==> config.mk <==
export PLATFORM = sky130hd
export DESIGN_NAME = per_host_flow_byte_accounting
export DESIGN_NICKNAME = d
export VERILOG_FILES = /design/src/hw/rtl/phfba_pkg.sv /design/src/hw/rtl/phfba_ram.sv /design/src/hw/rtl/phfba_unit.sv /design/src/hw/rtl/phfba_seq.sv /design/src/hw/rtl/per_host_flow_byte_accounting.sv
export SDC_FILE = /design/constraint.sdc
export NUM_CORES = 2
export LEC_CHECK = 0
export BUFFER_PORTS_ARGS = -buffer_cell sky130_fd_sc_hd__buf_2
export CORE_MARGIN = 3
export CORE_UTILIZATION = 55
export CTS_CLUSTER_DIAMETER = 100
export DETAILED_ROUTE_END_ITERATION = 10
export GPL_TIMING_DRIVEN = 0
export MAX_ROUTING_LAYER = met4
export PLACE_DENSITY = 0.79
export SLEW_MARGIN = 20
export SYNTH_ARGS = -nofsm -noshare
export SYNTH_HDL_FRONTEND = slang
export SYNTH_SLANG_ARGS = --single-unit
==> constraint.sdc <==
create_clock -name clk -period 17.9 [get_ports clk]
set_input_delay 1.79 -clock clk [delete_from_list [all_inputs] [get_ports clk]]
set_output_delay 1.79 -clock clk [all_outputs]
set_load 0.01 [all_outputs]
==> src/hw/rtl/phfba_pkg.sv <==
// ----------------------------------------------------------------------------
// phfba_pkg
// Shared types and constants for the per-host byte accounting block.
// ----------------------------------------------------------------------------
`default_nettype none

package phfba_pkg;

	localparam int MAC_W   = 48;
	localparam int IP_W    = 32;
	localparam int BYTES_W = 32;
	localparam int LEN_W   = 16;
	localparam int ENTRY_W = MAC_W + IP_W + BYTES_W;
	localparam int CFG_W   = 32;
	localparam int CFG_AW  = 1;

	localparam logic [CFG_AW-1:0] REG_WARN_THRESHOLD = 1'b0;
	localparam logic [CFG_AW-1:0] REG_INTERVAL_TICKS = 1'b1;

	localparam logic [CFG_W-1:0] WARN_THRESHOLD_RST = 32'd2048;
	localparam logic [CFG_W-1:0] INTERVAL_TICKS_RST = 32'd10000;

	localparam logic CMD_PACKET = 1'b0;
	localparam logic CMD_TICK   = 1'b1;

	localparam logic DIR_RX = 1'b0;
	localparam logic DIR_TX = 1'b1;

	typedef enum logic [2:0] {
		S_IDLE,
		S_DRD,
		S_DOUT,
		S_ARD,
		S_ACMP
	} state_t;

	typedef struct packed {
		logic rd_en;
		logic wr_en;
		logic wr_upd;
		logic out_load;
		logic out_last;
		logic dir;
	} ctl_t;

endpackage

`default_nettype wire

==> src/hw/rtl/phfba_ram.sv <==
// ----------------------------------------------------------------------------
// phfba_ram
// Generic single-write, single-read RAM with registered read data.
// ----------------------------------------------------------------------------
`default_nettype none

module phfba_ram #(
	parameter int WIDTH = 8,
	parameter int DEPTH = 16
) (
	input  wire logic                     clk,
	input  wire logic                     wr_en,
	input  wire logic [$clog2(DEPTH)-1:0] wr_addr,
	input  wire logic [WIDTH-1:0]         wr_data,
	input  wire logic                     rd_en,
	input  wire logic [$clog2(DEPTH)-1:0] rd_addr,
	output logic      [WIDTH-1:0]         rd_data
);

	logic [WIDTH-1:0] mem_q [DEPTH];

	always_ff @(posedge clk) begin
		if (wr_en) begin
			mem_q[wr_addr] <= wr_data;
		end
		if (rd_en) begin
			rd_data <= mem_q[rd_addr];
		end
	end

endmodule

`default_nettype wire

==> src/hw/rtl/phfba_unit.sv <==
// ----------------------------------------------------------------------------
// phfba_unit
// Shared compare/add unit: key match, saturating byte add, threshold flag.
// ----------------------------------------------------------------------------
`default_nettype none

module phfba_unit import phfba_pkg::*; (
	input  wire logic [MAC_W-1:0]   key_mac,
	input  wire logic [IP_W-1:0]    key_ip,
	input  wire logic [ENTRY_W-1:0] entry,
	input  wire logic [LEN_W-1:0]   frame_len,
	input  wire logic [CFG_W-1:0]   warn_threshold,
	output logic                    key_match,
	output logic [BYTES_W-1:0]      sum,
	output logic                    over
);

	logic [MAC_W-1:0]   ent_mac;
	logic [IP_W-1:0]    ent_ip;
	logic [BYTES_W-1:0] ent_bytes;
	logic [BYTES_W:0]   raw_sum;

	assign ent_mac   = entry[ENTRY_W-1 -: MAC_W];
	assign ent_ip    = entry[BYTES_W +: IP_W];
	assign ent_bytes = entry[BYTES_W-1:0];

	assign key_match = (ent_mac == key_mac) && (ent_ip == key_ip);
	assign raw_sum   = {1'b0, ent_bytes} + {{(BYTES_W + 1 - LEN_W){1'b0}}, frame_len};
	assign sum       = raw_sum[BYTES_W] ? {BYTES_W{1'b1}} : raw_sum[BYTES_W-1:0];
	assign over      = ent_bytes > warn_threshold;

endmodule

`default_nettype wire

==> src/hw/rtl/phfba_seq.sv <==
// ----------------------------------------------------------------------------
// phfba_seq
// Sequencer: tick counting, table dump walk and per-table lookup/append.
// ----------------------------------------------------------------------------
`default_nettype none

module phfba_seq import phfba_pkg::*; #(
	parameter int DEPTH = 16,
	parameter int IW    = 4,
	parameter int CW    = 5
) (
	input  wire logic               clk,
	input  wire logic               arst_n,
	input  wire logic               pkt_xfer,
	input  wire logic               pkt_cmd,
	input  wire logic [CFG_W-1:0]   interval_ticks,
	input  wire logic               key_match,
	input  wire logic               out_free,
	output logic                    busy,
	output logic [IW:0]             addr,
	output ctl_t                    ctl
);

	state_t         state_q, state_d;
	logic           tbl_q;
	logic [CW-1:0]  idx_q;
	logic [CW-1:0]  rx_used_q, tx_used_q;
	logic [31:0]    elapsed_q;

	logic [CW-1:0]  cur_used;
	logic           scan_hit;
	logic           full;
	logic           dump_due;
	logic           is_last;

	assign cur_used = tbl_q ? tx_used_q : rx_used_q;
	assign scan_hit = idx_q < cur_used;
	assign full     = cur_used == CW'(DEPTH);
	assign dump_due = elapsed_q > interval_ticks;
	assign is_last  = ((idx_q + CW'(1)) == cur_used) && (tbl_q || (tx_used_q == '0));
	assign busy     = state_q != S_IDLE;
	assign addr     = {tbl_q, idx_q[IW-1:0]};

	always_comb begin
		state_d = state_q;
		case (state_q)
			S_IDLE: begin
				if (pkt_xfer && pkt_cmd == CMD_PACKET) begin
					state_d = dump_due ? S_DRD : S_ARD;
				end
			end
			S_DRD: begin
				if (scan_hit) begin
					state_d = S_DOUT;
				end else if (tbl_q == DIR_TX) begin
					state_d = S_ARD;
				end
			end
			S_DOUT: begin
				if (out_free) begin
					state_d = S_DRD;
				end
			end
			S_ARD: begin
				if (scan_hit) begin
					state_d = S_ACMP;
				end else if (tbl_q == DIR_RX) begin
					state_d = S_IDLE;
				end
			end
			S_ACMP: begin
				if (key_match && tbl_q == DIR_RX) begin
					state_d = S_IDLE;
				end else begin
					state_d = S_ARD;
				end
			end
			default: state_d = S_IDLE;
		endcase
	end

	always_comb begin
		ctl          = '0;
		ctl.dir      = tbl_q;
		ctl.out_last = is_last;
		case (state_q)
			S_DRD:  ctl.rd_en = scan_hit;
			S_DOUT: ctl.out_load = out_free;
			S_ARD: begin
				ctl.rd_en = scan_hit;
				ctl.wr_en = !scan_hit && !full;
			end
			S_ACMP: begin
				ctl.wr_en  = key_match;
				ctl.wr_upd = 1'b1;
			end
			default: ctl.rd_en = 1'b0;
		endcase
	end

	always_ff @(posedge clk or negedge arst_n) begin
		if (!arst_n) begin
			state_q   <= S_IDLE;
			tbl_q     <= DIR_RX;
			idx_q     <= '0;
			rx_used_q <= '0;
			tx_used_q <= '0;
			elapsed_q <= '0;
		end else begin
			state_q <= state_d;
			case (state_q)
				S_IDLE: begin
					if (pkt_xfer) begin
						if (pkt_cmd == CMD_TICK) begin
							if (elapsed_q != '1) begin
								elapsed_q <= elapsed_q + 32'd1;
							end
						end else begin
							tbl_q <= dump_due ? DIR_RX : DIR_TX;
							idx_q <= '0;
						end
					end
				end
				S_DRD: begin
					if (!scan_hit) begin
						tbl_q <= DIR_TX;
						idx_q <= '0;
						if (tbl_q == DIR_TX) begin
							rx_used_q <= '0;
							tx_used_q <= '0;
							elapsed_q <= '0;
						end
					end
				end
				S_DOUT: begin
					if (out_free) begin
						idx_q <= idx_q + CW'(1);
					end
				end
				S_ARD: begin
					if (!scan_hit) begin
						if (!full) begin
							if (tbl_q == DIR_TX) begin
								tx_used_q <= tx_used_q + CW'(1);
							end else begin
								rx_used_q <= rx_used_q + CW'(1);
							end
						end
						tbl_q <= DIR_RX;
						idx_q <= '0;
					end
				end
				S_ACMP: begin
					if (key_match) begin
						tbl_q <= DIR_RX;
						idx_q <= '0;
					end else begin
						idx_q <= idx_q + CW'(1);
					end
				end
				default: idx_q <= '0;
			endcase
		end
	end

endmodule

`default_nettype wire

==> src/hw/rtl/per_host_flow_byte_accounting.sv <==
// ----------------------------------------------------------------------------
// per_host_flow_byte_accounting
// Per-host receive/send byte counters keyed by (MAC, IPv4), with periodic
// report dump and table clear driven by a tick count.
//
//   channel  dir  handshake             payload
//   pkt      in   pkt_valid/pkt_stall   command, src/dst mac+ip, frame_len
//   rpt      out  rpt_valid/rpt_stall   direction, host_mac/ip, byte_total,
//                                       over_threshold, last
//   cfg      in   cfg_we                cfg_addr, cfg_wdata
//
// A tick only advances the tick count. A packet's lookup/append reads and
// compares the used entries of a table in turn on the single table RAM
// read port; a key hit ends that table's scan early. A due dump first sends
// one report per used entry, held by rpt_stall; then the lookup sees empty
// tables. pkt_stall is high while a packet is in progress. Reset empties
// both tables and clears the tick count; table contents need no clearing.
// ----------------------------------------------------------------------------
`default_nettype none

module per_host_flow_byte_accounting import phfba_pkg::*; #(
	parameter int TABLE_DEPTH = 16
) (
	input  wire logic               clk,
	input  wire logic               arst_n,

	input  wire logic               pkt_valid,
	output logic                    pkt_stall,
	input  wire logic               command,
	input  wire logic [MAC_W-1:0]   src_mac,
	input  wire logic [IP_W-1:0]    src_ip,
	input  wire logic [MAC_W-1:0]   dst_mac,
	input  wire logic [IP_W-1:0]    dst_ip,
	input  wire logic [LEN_W-1:0]   frame_len,

	output logic                    rpt_valid,
	input  wire logic               rpt_stall,
	output logic                    direction,
	output logic [MAC_W-1:0]        host_mac,
	output logic [IP_W-1:0]         host_ip,
	output logic [BYTES_W-1:0]      byte_total,
	output logic                    over_threshold,
	output logic                    last,

	input  wire logic               cfg_we,
	input  wire logic [CFG_AW-1:0]  cfg_addr,
	input  wire logic [CFG_W-1:0]   cfg_wdata
);

	localparam int IW        = (TABLE_DEPTH > 1) ? $clog2(TABLE_DEPTH) : 1;
	localparam int CW        = $clog2(TABLE_DEPTH + 1);
	localparam int RAM_DEPTH = 2 ** (IW + 1);

	logic [CFG_W-1:0]   warn_threshold_q;
	logic [CFG_W-1:0]   interval_ticks_q;

	logic [MAC_W-1:0]   src_mac_q, dst_mac_q;
	logic [IP_W-1:0]    src_ip_q, dst_ip_q;
	logic [LEN_W-1:0]   frame_len_q;

	logic               pkt_xfer;
	logic               busy;
	logic               out_free;
	logic [IW:0]        addr;
	ctl_t               ctl;

	logic [MAC_W-1:0]   key_mac;
	logic [IP_W-1:0]    key_ip;
	logic [ENTRY_W-1:0] rd_data;
	logic [ENTRY_W-1:0] wr_data;
	logic               key_match;
	logic [BYTES_W-1:0] sum;
	logic               over;

	assign pkt_stall = busy;
	assign pkt_xfer  = pkt_valid && !pkt_stall;
	assign out_free  = !rpt_valid || !rpt_stall;

	always_ff @(posedge clk or negedge arst_n) begin
		if (!arst_n) begin
			warn_threshold_q <= WARN_THRESHOLD_RST;
			interval_ticks_q <= INTERVAL_TICKS_RST;
		end else if (cfg_we) begin
			case (cfg_addr)
				REG_WARN_THRESHOLD: warn_threshold_q <= cfg_wdata;
				REG_INTERVAL_TICKS: interval_ticks_q <= cfg_wdata;
				default: warn_threshold_q <= warn_threshold_q;
			endcase
		end
	end

	always_ff @(posedge clk) begin
		if (pkt_xfer) begin
			src_mac_q   <= src_mac;
			src_ip_q    <= src_ip;
			dst_mac_q   <= dst_mac;
			dst_ip_q    <= dst_ip;
			frame_len_q <= frame_len;
		end
	end

	assign key_mac = (ctl.dir == DIR_TX) ? src_mac_q : dst_mac_q;
	assign key_ip  = (ctl.dir == DIR_TX) ? src_ip_q  : dst_ip_q;
	assign wr_data = {key_mac, key_ip,
		ctl.wr_upd ? sum : {{(BYTES_W - LEN_W){1'b0}}, frame_len_q}};

	phfba_seq #(
		.DEPTH (TABLE_DEPTH),
		.IW    (IW),
		.CW    (CW)
	) u_seq (
		.clk            (clk),
		.arst_n         (arst_n),
		.pkt_xfer       (pkt_xfer),
		.pkt_cmd        (command),
		.interval_ticks (interval_ticks_q),
		.key_match      (key_match),
		.out_free       (out_free),
		.busy           (busy),
		.addr           (addr),
		.ctl            (ctl)
	);

	phfba_ram #(
		.WIDTH (ENTRY_W),
		.DEPTH (RAM_DEPTH)
	) u_ram (
		.clk     (clk),
		.wr_en   (ctl.wr_en),
		.wr_addr (addr),
		.wr_data (wr_data),
		.rd_en   (ctl.rd_en),
		.rd_addr (addr),
		.rd_data (rd_data)
	);

	phfba_unit u_unit (
		.key_mac        (key_mac),
		.key_ip         (key_ip),
		.entry          (rd_data),
		.frame_len      (frame_len_q),
		.warn_threshold (warn_threshold_q),
		.key_match      (key_match),
		.sum            (sum),
		.over           (over)
	);

	always_ff @(posedge clk or negedge arst_n) begin
		if (!arst_n) begin
			rpt_valid <= 1'b0;
		end else if (ctl.out_load) begin
			rpt_valid <= 1'b1;
		end else if (!rpt_stall) begin
			rpt_valid <= 1'b0;
		end
	end

	always_ff @(posedge clk) begin
		if (ctl.out_load) begin
			direction      <= ctl.dir;
			host_mac       <= rd_data[ENTRY_W-1 -: MAC_W];
			host_ip        <= rd_data[BYTES_W +: IP_W];
			byte_total     <= rd_data[BYTES_W-1:0];
			over_threshold <= over;
			last           <= ctl.out_last;
		end
	end

endmodule

`default_nettype wire
==> reports/metrics.cfg <==
[synthesis]
synth-adder-area-share_pct=0.7592
synthCells=6963
synthFlopType=edfxtp_1
avgSynthCellArea_um2=22.39
synth_edf_count=3987
async_reset_ff_share_pct=2.827
ys_seq_area_share_pct=78.66
yosysWarnings=0
ys_ff_latch=4103
syn_area_um2=155900
synth_compound_area_share_pct=3.297
synth_cell_types=71
synth_area_leaders=edfxtp_1 77%, mux4_2 13%, a22oi_1 2.2%
synth_top_area_share_pct=76.79
synth_commonest_cells=3,987 x edfxtp_1, 896 x mux4_2, 448 x a22oi_1, 236 x clkbuf_1, 141 x nand4_1
synth_top_family_by_area=multiplexers
yosysTopAreaCell=edfxtp_1
synth_xor_area_share_pct=0.6123
syn-num-nets=7272
yosysMostFrequentCell=edfxtp_1
synth-simple-area-share_pct=1.697
synthMuxAreaShare_pct=13.87

[sta]
rsz0062_at_grt=false
max_clock_freq_mhz=118.2
finalHoldViolCount=0
fin_crit_sh_pct=47.28
slew_viol_final=3
fin_tns_setup_ns=0
setup_slack_ns=9.437
tightest_slew_ns=1.505
max_slew_margin_pct=-0.6780
hold_ws_ns=0.5138
skew_ns=0.09513
min_period_ns=8.463
setup_viol=0

[place]
gp_routability_congestion=0.8925
hpwl_um=301900
port_buffers=331
dp_slack_ns=10.50
dp.cells=11210

[global_route]
grt_pass1_vias=90560
grt_pass1_wl_um=736400
grt.total_usage_pct=38.31
antenna_found_initial=40
grt_overflow=0
grt_max_degree=103

[clock_tree]
cts_hold_buf=0
clk_pin_slew_ns=0.06
cts_sinks=4103
cts.path.max_buffers=4
htreeDepth=5
clk_latency_ns=1.01
cts_setup_buffers=0
root_buffer=clkbuf_16
ctsResizeCount=0
cts_tree=built
cts_buffers=395

[setup_path]
worstPathRequired_ns=18.51
cp_cell_sequence=buf_6 > buf_2 > mux2_2 > xor2_1 > nor4_1 > nand4_1 > nor3_2 > nand3_2 > a21boi_2 > and2_4 > buf_12 > buf_12 > buf_12 > buf_12
worst_setup_path_start_kind=register
r2r_start=u_seq.tbl_q$_DFFE_PN0P_
reg2reg_slack_ns=9.44
cp_max_fo=33
cp_slowest_cell=nor4_1
worstReg2RegEnd=u_ram.mem_q[7][55]$_DFFE_PP_
crit_family=simple AND/OR/NAND/NOR gates
r2r_cells=14
crit_arrival_ns=9.07
cp_slowest_stage_delay_ns=1.12
cp-end-kind=register
critPathMostFrequentCell=buf_12
critPathKind=reg -> reg
critPathBufInv=6

[worst_hold_path]
holdPathStages=1
min_to=interval_ticks_q[17]$_DFFE_PN0P_
hp-class=reg -> reg
holdCritStartpoint=interval_ticks_q[17]$_DFFE_PN0P_

[drt]
wl_per_cell_um=45.65
drt-initial-drc-count=19580
drtPass1Iterations=10
ant_nets=0
drc_errors=0
vias=92030
wirelength_um=549400
avgViaCountPerCell=7.647

[outcome]
violations=max-capacitance violations, max-slew violations
outcome=complete, but fails checks

[power_and_ir_drop]
ir_worst_vdd_uv=139.3
power_mw=28.87
p_leak_nw=57.54
power.density_nw_per_um2=160.3

[final_layout]
fin_nets=8188
multi_input_area_um2=32060
register_area_um2=122600
syn_to_final_growth_pct=15.51
final_cells=12040
drive_above_1_share_pct=29.26
fillers=16920

[floorplan]
core_um2=280600
fp.dieArea_um2=289900
die_w_um=538.4
die_y_um=538.4
initial_utilization_pct=55.56
pin_count=332
row_count=194

[job]
cap_violations=1

[per-layer routing]
layer  vias to the layer above  GRT usage, %  wire, um
met4                         0         30.33     56230
li1                      31620             -         -
met2                     11860         54.29    241800
met5                         -             -         0
met1                     45220         43.48    156000
met3                      3335         15.08     95420
[cell usage in the layout, fill, tap and decap left out, types with 87 or more instances in the layout]
cell | synthesis | layout
buf_2 | 15 | 398
mux4_2 | 896 | 896
clkbuf_2 | 0 | 123
a22oi_1 | 448 | 448
clkbuf_1 | 236 | 212
edfxtp_1 | 3987 | 3987
dfrtp_1 | 110 | 110
xor2_1 | 92 | 87
diode_2 | 0 | 112
clkbuf_16 | 0 | 395
nand4_1 | 141 | 141
ha_1 | 93 | 93
nand2_1 | 96 | 96
[registers in the layout, indices dropped and copies added (netlist names), 48 cells and up]
name and cells:
u_ram.rd_data 112, src_mac_q 48, dst_mac_q 48, host_mac 48, u_ram.mem_q 3584
[metrics by stage]
stage               util (%)  instance area (um2)
global route           64.17               180100
global placement       57.81               162200
finish                 64.18               180100
CTS                    64.04               179700
detailed placement     59.51               167000
floorplan                  -               155900
[how the worst max path moves through the flow]
stage / from / endpoint / depth (start not counted)
2_1_floorplan: rpt_stall / byte_total[0]$_DFFE_PP_ / 1
3_3_place_gp: u_seq.idx_q[0]$_DFFE_PN0P_ / u_ram.rd_data[62]$_DFFE_PP_ / 11
3_5_place_dp: u_seq.tbl_q$_DFFE_PN0P_ / u_ram.mem_q[7][62]$_DFFE_PP_ / 15
4_1_cts: u_seq.tbl_q$_DFFE_PN0P_ / u_ram.mem_q[7][55]$_DFFE_PP_ / 15
5_1_grt: u_seq.tbl_q$_DFFE_PN0P_ / u_ram.mem_q[7][53]$_DFFE_PP_ / 14
6_report: u_seq.tbl_q$_DFFE_PN0P_ / u_ram.mem_q[7][55]$_DFFE_PP_ / 14
[where the power goes]
| group | internal, mW | switching (mW) | leakage, nW |
|---|---|---|---|
| combinational | 2.44 | 5.28 | 13.4 |
| clock | 4.62 | 3.88 | 6.19 |
| sequential | 12.1 | 0.499 | 38.0 |
[worst register-to-register path, stage by stage, from the launching register on]
cell and delay [ns]:
dfrtp_1 0.71, buf_6 0.22, buf_2 0.77, mux2_2 0.79, xor2_1 0.23, nor4_1 1.12, nand4_1 0.49, nor3_2 0.88
nand3_2 0.44, a21boi_2 0.64, and2_4 0.58, buf_12 0.35, buf_12 0.32, buf_12 0.28, buf_12 0.25
[logic make-up after synthesis]
kind of cell             after synthesis
AO/OA/AOI/OAI                        726
XOR/XNOR                             109
adder cells (fa/ha/maj)               94
buffers and inverters                435
flip-flops                          4103
multiplexers                        1016
AND/OR/NAND/NOR                      480
[final cells by class]
type / instances / share of cell area (%)
sequential: 4103 / 68.10
buffer: 347 / 0.8935
timing repair buffer: 519 / 3.213
multi-input combinational: 2425 / 17.80
tap: 3724 / 2.587
clock buffer: 472 / 5.649
antenna: 112 / 0.1556
inverter: 88 / 0.1876
clock inverter: 245 / 1.414
Note: power is estimated with default switching activity, not from simulation.
